<file path="config.mk">
export PLATFORM = sky130hd
export DESIGN_NAME = block_linear_element_address
export DESIGN_NICKNAME = d
export VERILOG_FILES = /design/src/rtl/core/blea_pkg.sv /design/src/rtl/core/block_linear_element_address.sv /design/src/rtl/core/blea_cfg.sv /design/src/rtl/core/blea_datapath.sv
export SDC_FILE = /design/constraint.sdc
export NUM_CORES = 2
export LEC_CHECK = 0
export BUFFER_PORTS_ARGS = -buffer_cell sky130_fd_sc_hd__buf_2
export CAP_MARGIN = 20
export CORE_ASPECT_RATIO = 0.8
export CORE_MARGIN = 1.5
export CORE_UTILIZATION = 50
export CTS_CLUSTER_SIZE = 30
export DETAILED_ROUTE_END_ITERATION = 8
export MAX_ROUTING_LAYER = met4
export PLACE_DENSITY = 0.66
export SETUP_SLACK_MARGIN = 0.05
export SYNTH_ARGS = -nofsm -noshare
export SYNTH_HDL_FRONTEND = slang
export SYNTH_SLANG_ARGS = --single-unit
</file>
<file path="constraint.sdc">
create_clock -name clk -period 9.2 [get_ports clk]
set_input_delay 0.46 -clock clk [delete_from_list [all_inputs] [get_ports clk]]
set_output_delay 0.46 -clock clk [all_outputs]
set_load 0.01 [all_outputs]
</file>
<file path="src/rtl/core/blea_pkg.sv">
`timescale 1ns / 1ps

package blea_pkg;

  // Address width default and fixed field widths
  localparam int ADDR_BITS_DEF = 48;
  localparam int OUT_W         = 48;
  localparam int X_W           = 16;
  localparam int Y_W           = 16;
  localparam int Z_W           = 11;
  localparam int S_TDATA_W     = 48;   // 43 bits of fields padded to whole bytes
  localparam int M_TDATA_W     = 48;

  localparam int BPE_W     = 5;
  localparam int DIM_W     = 17;
  localparam int LOG2_W    = 3;
  localparam int XB_W      = X_W + BPE_W;       // element column in bytes
  localparam int PITCH_W   = 17;                // row pitch in GOB columns
  localparam int RPG_W     = 15;                // rows of blocks per depth group
  localparam int GROUP_W   = PITCH_W + RPG_W;   // depth group size in GOB columns
  localparam int TY_W      = Y_W + PITCH_W;
  localparam int TZ_W      = Z_W + GROUP_W;
  localparam int SHIFT_W   = 5;

  localparam int CFG_IDX_W  = 3;
  localparam int CFG_DATA_W = 17;

  typedef enum logic [CFG_IDX_W-1:0] {
    REG_BPE      = 3'd0,
    REG_WIDTH    = 3'd1,
    REG_HEIGHT   = 3'd2,
    REG_BLK_H    = 3'd3,
    REG_BLK_D    = 3'd4
  } blea_reg_t;

  // Configuration as seen by the datapath, including derived sizes
  typedef struct packed {
    logic [BPE_W-1:0]   bpe;
    logic [LOG2_W-1:0]  bh;
    logic [LOG2_W-1:0]  bd;
    logic [PITCH_W-1:0] pitch_gobs;
    logic [GROUP_W-1:0] group_gobs;
  } blea_cfg_t;

endpackage

</file>
<file path="src/rtl/core/block_linear_element_address.sv">
`timescale 1ns / 1ps

// Channel   Dir  Width  Contents (low bit up)
// s_*       in   48     tdata: x_element[15:0], y_row[31:16], z_slice[42:32], zero pad
// m_*       out  48     tdata: byte_offset[47:0]
// cfg_*     in   3+17   cfg_index selects register 0..4, cfg_data holds its value
//
// One item per cycle sustained while m_tready stays high and no config settles;
// four registers in the pipe (input reg, multiply, shift/partial add, sum).
// Reset is synchronous; it restores register defaults and empties the pipe.
// After reset or any config write, s_tready stays low while the derived
// pitch and depth-group size are recomputed.
// A stalled m_tready holds the result; earlier stages keep filling bubbles.
module block_linear_element_address
  import blea_pkg::*;
#(
  parameter int ADDR_BITS = ADDR_BITS_DEF
) (
  input  logic                  clk,
  input  logic                  rst,
  // input coordinates
  input  logic                  s_tvalid,
  output logic                  s_tready,
  input  logic [S_TDATA_W-1:0]  s_tdata,   // x_element, y_row, z_slice
  // result offsets
  output logic                  m_tvalid,
  input  logic                  m_tready,
  output logic [M_TDATA_W-1:0]  m_tdata,   // byte_offset
  // register writes
  input  logic                  cfg_valid,
  output logic                  cfg_ready,
  input  logic [CFG_IDX_W-1:0]  cfg_index,
  input  logic [CFG_DATA_W-1:0] cfg_data
);

  blea_cfg_t        cfg;
  logic             hold;
  logic [OUT_W-1:0] byte_offset;

  blea_cfg u_cfg (
    .clk       (clk),
    .rst       (rst),
    .cfg_valid (cfg_valid),
    .cfg_ready (cfg_ready),
    .cfg_index (cfg_index),
    .cfg_data  (cfg_data),
    .cfg       (cfg),
    .hold      (hold)
  );

  // pad bits above z_slice in s_tdata are ignored
  blea_datapath #(
    .ADDR_BITS (ADDR_BITS)
  ) u_dp (
    .clk         (clk),
    .rst         (rst),
    .cfg         (cfg),
    .hold        (hold),
    .in_valid    (s_tvalid),
    .in_ready    (s_tready),
    .x_element   (s_tdata[15:0]),
    .y_row       (s_tdata[31:16]),
    .z_slice     (s_tdata[42:32]),
    .out_valid   (m_tvalid),
    .out_ready   (m_tready),
    .byte_offset (byte_offset)
  );

  assign m_tdata = byte_offset;

endmodule

</file>
<file path="src/rtl/core/blea_cfg.sv">
`timescale 1ns / 1ps

module blea_cfg
  import blea_pkg::*;
(
  input  logic                  clk,
  input  logic                  rst,
  input  logic                  cfg_valid,
  output logic                  cfg_ready,
  input  logic [CFG_IDX_W-1:0]  cfg_index,
  input  logic [CFG_DATA_W-1:0] cfg_data,
  output blea_cfg_t             cfg,
  output logic                  hold
);

  logic [BPE_W-1:0]   bpe;
  logic [DIM_W-1:0]   width;
  logic [DIM_W-1:0]   height;
  logic [LOG2_W-1:0]  bh;
  logic [LOG2_W-1:0]  bd;
  logic [PITCH_W-1:0] pitch_gobs;
  logic [RPG_W-1:0]   rpg;
  logic [GROUP_W-1:0] group_gobs;
  logic [1:0]         settle;

  logic               wr;
  logic [22:0]        pitch_bytes;
  logic [17:0]        height_up;
  logic [17:0]        blk_lines_m1;

  assign cfg_ready = 1'b1;
  assign wr        = cfg_valid && cfg_ready;

  always_ff @(posedge clk) begin
    if (rst) begin
      bpe    <= BPE_W'(4);
      width  <= DIM_W'(1);
      height <= DIM_W'(1);
      bh     <= LOG2_W'(4);
      bd     <= LOG2_W'(0);
    end else if (wr) begin
      case (cfg_index)
        REG_BPE:    bpe    <= cfg_data[BPE_W-1:0];
        REG_WIDTH:  width  <= cfg_data[DIM_W-1:0];
        REG_HEIGHT: height <= cfg_data[DIM_W-1:0];
        REG_BLK_H:  bh     <= cfg_data[LOG2_W-1:0];
        REG_BLK_D:  bd     <= cfg_data[LOG2_W-1:0];
        default: ;
      endcase
    end
  end

  // derived sizes: pitch and rows per group are registered, then the group size from them
  assign pitch_bytes  = 23'(width) * 23'(bpe) + 23'd63;
  assign blk_lines_m1 = (18'd8 << bh) - 18'd1;
  assign height_up    = 18'(height) + blk_lines_m1;

  always_ff @(posedge clk) begin
    pitch_gobs <= pitch_bytes[22:6];
    rpg        <= RPG_W'(height_up >> (5'd3 + 5'(bh)));
    group_gobs <= GROUP_W'(pitch_gobs) * GROUP_W'(rpg);
  end

  always_ff @(posedge clk) begin
    if (rst) begin
      settle <= 2'b11;
    end else if (wr) begin
      settle <= 2'b11;
    end else begin
      settle <= {1'b0, settle[1]};
    end
  end

  assign hold = |settle;

  assign cfg.bpe        = bpe;
  assign cfg.bh         = bh;
  assign cfg.bd         = bd;
  assign cfg.pitch_gobs = pitch_gobs;
  assign cfg.group_gobs = group_gobs;

endmodule

</file>
<file path="src/rtl/core/blea_datapath.sv">
`timescale 1ns / 1ps

module blea_datapath
  import blea_pkg::*;
#(
  parameter int ADDR_BITS = ADDR_BITS_DEF
) (
  input  logic             clk,
  input  logic             rst,
  input  blea_cfg_t        cfg,
  input  logic             hold,
  input  logic             in_valid,
  output logic             in_ready,
  input  logic [X_W-1:0]   x_element,
  input  logic [Y_W-1:0]   y_row,
  input  logic [Z_W-1:0]   z_slice,
  output logic             out_valid,
  input  logic             out_ready,
  output logic [OUT_W-1:0] byte_offset
);

  // stage 1: coordinates
  logic             v1;
  logic [X_W-1:0]   x1;
  logic [Y_W-1:0]   y1;
  logic [Z_W-1:0]   z1;
  // stage 2: products and in-block indexes
  logic             v2;
  logic [XB_W-1:0]  xb2;
  logic [TY_W-1:0]  ty2;
  logic [TZ_W-1:0]  tz2;
  logic [6:0]       ylow2;
  logic [6:0]       zlow2;
  logic [2:0]       ysub2;
  // stage 3: partial sums
  logic                 v3;
  logic [ADDR_BITS-1:0] far3;
  logic [ADDR_BITS-1:0] near3;
  // output
  logic                 vo;
  logic [ADDR_BITS-1:0] sum_o;

  logic en1, en2, en3, eno;
  logic [Y_W-1:0]     yq;
  logic [Z_W-1:0]     zq;
  logic [7:0]         hmask;
  logic [7:0]         dmask;
  logic [SHIFT_W-1:0] sh_blk;
  logic [SHIFT_W-1:0] sh_z;
  logic [8:0]         gob_off;
  logic [TZ_W:0]      rows_sum;

  assign eno      = !vo || out_ready;
  assign en3      = !v3 || eno;
  assign en2      = !v2 || en3;
  assign en1      = !v1 || en2;
  assign in_ready = en1 && !hold;

  always_ff @(posedge clk) begin
    if (rst) begin
      v1 <= 1'b0;
      v2 <= 1'b0;
      v3 <= 1'b0;
      vo <= 1'b0;
    end else begin
      if (en1) v1 <= in_valid && in_ready;
      if (en2) v2 <= v1;
      if (en3) v3 <= v2;
      if (eno) vo <= v3;
    end
  end

  always_ff @(posedge clk) begin
    if (en1 && in_valid && in_ready) begin
      x1 <= x_element;
      y1 <= y_row;
      z1 <= z_slice;
    end
  end

  // row-of-blocks and depth-group indexes
  assign yq    = y1 >> (5'd3 + 5'(cfg.bh));
  assign zq    = z1 >> cfg.bd;
  assign hmask = (8'd1 << cfg.bh) - 8'd1;
  assign dmask = (8'd1 << cfg.bd) - 8'd1;

  always_ff @(posedge clk) begin
    if (en2) begin
      xb2   <= XB_W'(x1) * XB_W'(cfg.bpe);
      ty2   <= TY_W'(yq) * TY_W'(cfg.pitch_gobs);
      tz2   <= TZ_W'(zq) * TZ_W'(cfg.group_gobs);
      ylow2 <= y1[9:3] & hmask[6:0];
      zlow2 <= z1[6:0] & dmask[6:0];
      ysub2 <= y1[2:0];
    end
  end

  // sector swizzle inside one GOB
  assign gob_off  = {xb2[5], ysub2[2:1], xb2[4], ysub2[0], xb2[3:0]};
  assign sh_z     = 5'd9 + 5'(cfg.bh);
  assign sh_blk   = sh_z + 5'(cfg.bd);
  assign rows_sum = (TZ_W+1)'(tz2) + (TZ_W+1)'(ty2);

  always_ff @(posedge clk) begin
    if (en3) begin
      far3  <= ADDR_BITS'(rows_sum) << sh_blk;
      near3 <= (ADDR_BITS'(xb2[XB_W-1:6]) << sh_blk)
             | (ADDR_BITS'(zlow2) << sh_z)
             | (ADDR_BITS'(ylow2) << 9)
             | ADDR_BITS'(gob_off);
    end
  end

  always_ff @(posedge clk) begin
    if (eno) begin
      sum_o <= far3 + near3;
    end
  end

  assign out_valid = vo;

  generate
    if (ADDR_BITS >= OUT_W) begin : g_trunc
      assign byte_offset = sum_o[OUT_W-1:0];
    end else begin : g_ext
      assign byte_offset = {{(OUT_W-ADDR_BITS){1'b0}}, sum_o};
    end
  endgenerate

  a_hold_blocks: assert property (@(posedge clk) disable iff (rst) hold |-> !in_ready)
    else $error("item taken while derived config settles");
  a_enter: assert property (@(posedge clk) disable iff (rst)
    (in_valid && in_ready) |=> v1)
    else $error("accepted item not in stage 1");
  a_s1_hold: assert property (@(posedge clk) disable iff (rst)
    (v1 && !en2) |=> (v1 && $stable(x1) && $stable(y1) && $stable(z1)))
    else $error("stalled stage 1 lost its item");
  a_to_out: assert property (@(posedge clk) disable iff (rst) (v3 && eno) |=> vo)
    else $error("item dropped between stage 3 and output");

endmodule

</file>
==> impl_results.md <==
- Outcome: finished clean
- CTS Buf Count: 47
- CTS max path bufs: 3
- Post-synth EDFFs: 298
- FF+latch count, synth: 413
- Synth Cell Area: 54700 um^2
- Critical Path Sink Type: flip-flop
- Port bufs: 117
- CTS tree: yes
- Tmin final: 8.32 ns
- DRT Wirelength: 153000 um
- Critical path arrival: 8.65 ns
- Worst VDD drop: 0.367 mV
- Netlist cell types: 105
- Synth top area cells: fa_1 26%, edfxtp_1 16%, ha_1 11%
- Yosys top cell area share: 26.4%
- Syn nets: 7225
- Crit-path slowest cell: dfxtp_1
- Initial Utilization: 50.4%
- FMAX: 120 MHz
- Clock Latency Late Sink: 0.63 ns
- Clk sinks: 413
- Hold path cells: 1
- Final-stage net count: 7195
- Critical Path RT: 9.53 ns
- Pins Over Slew Limit: 0
- GRT overflow: 0
- Largest area contributor in the netlist: fa_1
- Crit-path leading delay family: adder cells
- Setup crit start kind: flip-flop
- Crit Reg-Reg Startpoint: u_cfg.bh[1]
- Dominant cell by count in the synthesized netlist: nand2_1
- DRT Pass-1 Iters: 7
- Worst-path fanout max: 9
- Relative slew slack: 30.9%
- Final std cells w/o fill: 7409
- Hold path start: s_tdata[4]
- Post-DR wirelength/cell: 20.7 um
- Leak pwr: 27.9 nW
- Final GP Congestion: 0.976
- Area growth syn-to-layout: 6.94%
- Crit-path max cell delay: 0.67 ns
- Cell-internal power: 5.99 mW
- First-pass GRT wire length: 238000 um
- Worst R2R Setup Slack: 0.88 ns
- Drt initial violations: 3374
- Flop pwr share: 26.8%
- NetSw: 4.70 mW
- Setup Skew: 0.0283 ns
- Crit share post-route: 90.4%
- Clock root cell: clkbuf_16
- Chip width: 373 um
- CTS H-Tree Depth: 2
- Final setup fails: 0
- Sw Share: 43.9%
- Ys async rst share: 0%
- Worst-path clk slew: 0.06 ns
- Gate Count Post-Synth: 5970
- Worst Hold Path EP: u_dp.x1[4]
- Share of layout cells above drive strength 1: 6.78%
- Worst R2R Path Depth: 26
- Chip height: 299 um
- Core area: 108000 um^2
- DRC viols: 0
- Placed insts: 7294
- Vias per inst: 5.65
- Setup TNS: 0 ns
- Worst R2R End: u_dp.ty2[31]
- PostCTS Resize Cnt: 0
- PwrDens: 183 nW/um^2
- Ys Warns: 0
- Row Count: 108
- HPWL after DPL: 121000 um
- Actual slew at the worst max-slew pin: 1.03 ns
- RSZ-0062 raised after global routing: no
- Post-route ant nets: 0
- Setup Buffers After CTS: 0
- Syn_area_per_cell: 9.15 um^2
- Commonest cells post-synth: 891 x nand2_1, 860 x inv_1, 720 x fa_1
- Logic pwr share: 55.0%
- Critical path type: reg -> reg
- Largest net degree at the start of global routing: 79
- Via Count: 41873
- CP dominant cell by count: fa_1
- GRT Total Usage: 28.4%
- Final hold viol count: 0
- Vias in the first global route: 41514
- Top-Level Pins: 124
- Ys flop type: edfxtp_1
- Max Cap Viol: 0
- Share of total power in the clock network: 18.2%
- Die area: 111000 um^2
- Initial antenna violation count: 3
- Sequential area share after synthesis: 20.6%
- Hold Crit Class: in -> reg
- Bufs and invs on worst path: 4
==> logic make-up (layout without fill, tap and decap cells) <==
kind of cell             after synthesis  count (layout)  synth area share, %
AND/OR/NAND/NOR                     1918            1918                 16.6
adder cells (fa/ha/maj)             1182            1182                 37.0
buffers and inverters               1165            1172                 8.04
AO/OA/AOI/OAI                        943             943                 11.4
flip-flops                           413             413                 20.6
XOR/XNOR                             212             212                 3.41
multiplexers                         136             136                 3.03
other                                  1               3              0.00686
==> placed cells by master (no fill, tap or decap), types with 20 or more instances in the layout <==
cell type and n:
a211oi_1 35, a21o_1 101, a21oi_1 302, a31oi_1 30, and2_1 376, and3_1 59, buf_2 117, buf_4 78
clkbuf_16 48, dfxtp_1 111, dlygate4sd3_1 26, edfxtp_1 298, fa_1 719, ha_1 461, inv_1 857, mux2_2 33
mux2i_1 82, mux4_2 20, nand2_1 890, nand2b_1 33, nand3_1 65, nor2_1 240, nor2b_1 85, nor3_1 78
o211ai_1 25, o21a_1 38, o21ai_0 151, o21bai_1 30, xnor2_1 140, xor2_1 65
==> how the worst max path moves through the flow <==
| stage | endpoint | slack (ns) | from | cells past startpoint |
|---|---|---|---|---|
| after CTS | u_dp.ty2[30] | 0.86 | u_cfg.bh[1] | 28 |
| final | u_dp.ty2[31] | 0.88 | u_cfg.bh[1] | 26 |
| after global routing | u_dp.ty2[30] | 0.55 | u_cfg.bh[1] | 28 |
| after global placement | u_dp.ty2[30] | 0.95 | u_cfg.bh[1] | 28 |
| after floorplan | u_dp.ty2[31] | 1.57 | u_cfg.bh[1] | 27 |
| after detailed placement | u_dp.ty2[30] | 0.93 | u_cfg.bh[1] | 28 |
==> power by group through the flow <==
stage	logic, mW	registers [mW]	clock network [mW]
after floorplan	4.43	2.67	0
after global placement	5.69	2.90	0
after detailed placement	5.76	2.90	0
after CTS	5.81	2.86	1.98
after global routing	6.58	2.90	2.05
final	5.88	2.87	1.95
==> flip-flops by register name, summed over array words and instances (netlist names), 2 cells and up <==
name and count:
u_cfg.rpg 15, u_dp.z1 11, u_cfg.group_gobs 32, u_dp.ysub2 3, u_cfg.width 17, u_dp.far3 48, u_dp.zlow2 7, u_cfg.pitch_gobs 17
u_dp.byte_offset 48, u_dp.ty2 32, u_dp.ylow2 7, u_cfg.height 17, u_dp.tz2 43, u_cfg.settle 2, u_dp.x1 16, u_cfg.bd 3
u_dp.xb2 21, u_dp.y1 16, u_cfg.bh 3, u_cfg.bpe 5, u_dp.near3 46
==> layer usage <==
metal  up-vias  global-route usage, %  wire, um
met5         -                      -         0
met4         0                   9.08      5510
met3       226                   6.05     13500
met2      1526                   41.8     65600
met1     20707                   39.1     68500
li1      19414                      -         -
==> per-stage QoR <==
step | setup slack (ns) | hold WS (ns) | util, % | power [mW] | instance area [um^2]
after floorplan | 1.57 | 0.400 | - | 7.10 | 54700
after global placement | 0.953 | 0.419 | 52.2 | 8.59 | 56600
after detailed placement | 0.933 | 0.410 | 52.2 | 8.66 | 56600
after CTS | 0.863 | 0.00628 | 53.9 | 10.7 | 58400
after global routing | 0.553 | 0.00966 | 53.9 | 11.5 | 58400
final | 0.881 | 0.0345 | 53.9 | 10.7 | 58400
==> repair_timing <==
action / 4_1_cts / 5_1_grt
hold buffers: 26 / 0
setup endpoints to repair: 0 / 0
hold endpoints to repair: 26 / 0
==> layout make-up <==
cell class	instances	area (um^2)
inverters	864	3250
flip-flops and latches	413	11300
fillers	9881	49900
well taps	1430	1790
repair buffers	222	1450
multi-input cells	4392	39100
clock inverters	27	277
diodes	2	5.00
clock buffers	59	1290
==> worst register-to-register path: cells and delay by family (launching register included) <==
| kind | cells | cell delay [ns] |
|---|---|---|
| compound gates | 10 | 2.81 |
| fa+ha+maj | 7 | 3.42 |
| buf+inv | 4 | 0.42 |
| flops | 1 | 0.67 |
| mux | 1 | 0.11 |
| simple gates | 4 | 0.57 |
Note: power is estimated with default switching activity, not from simulation.
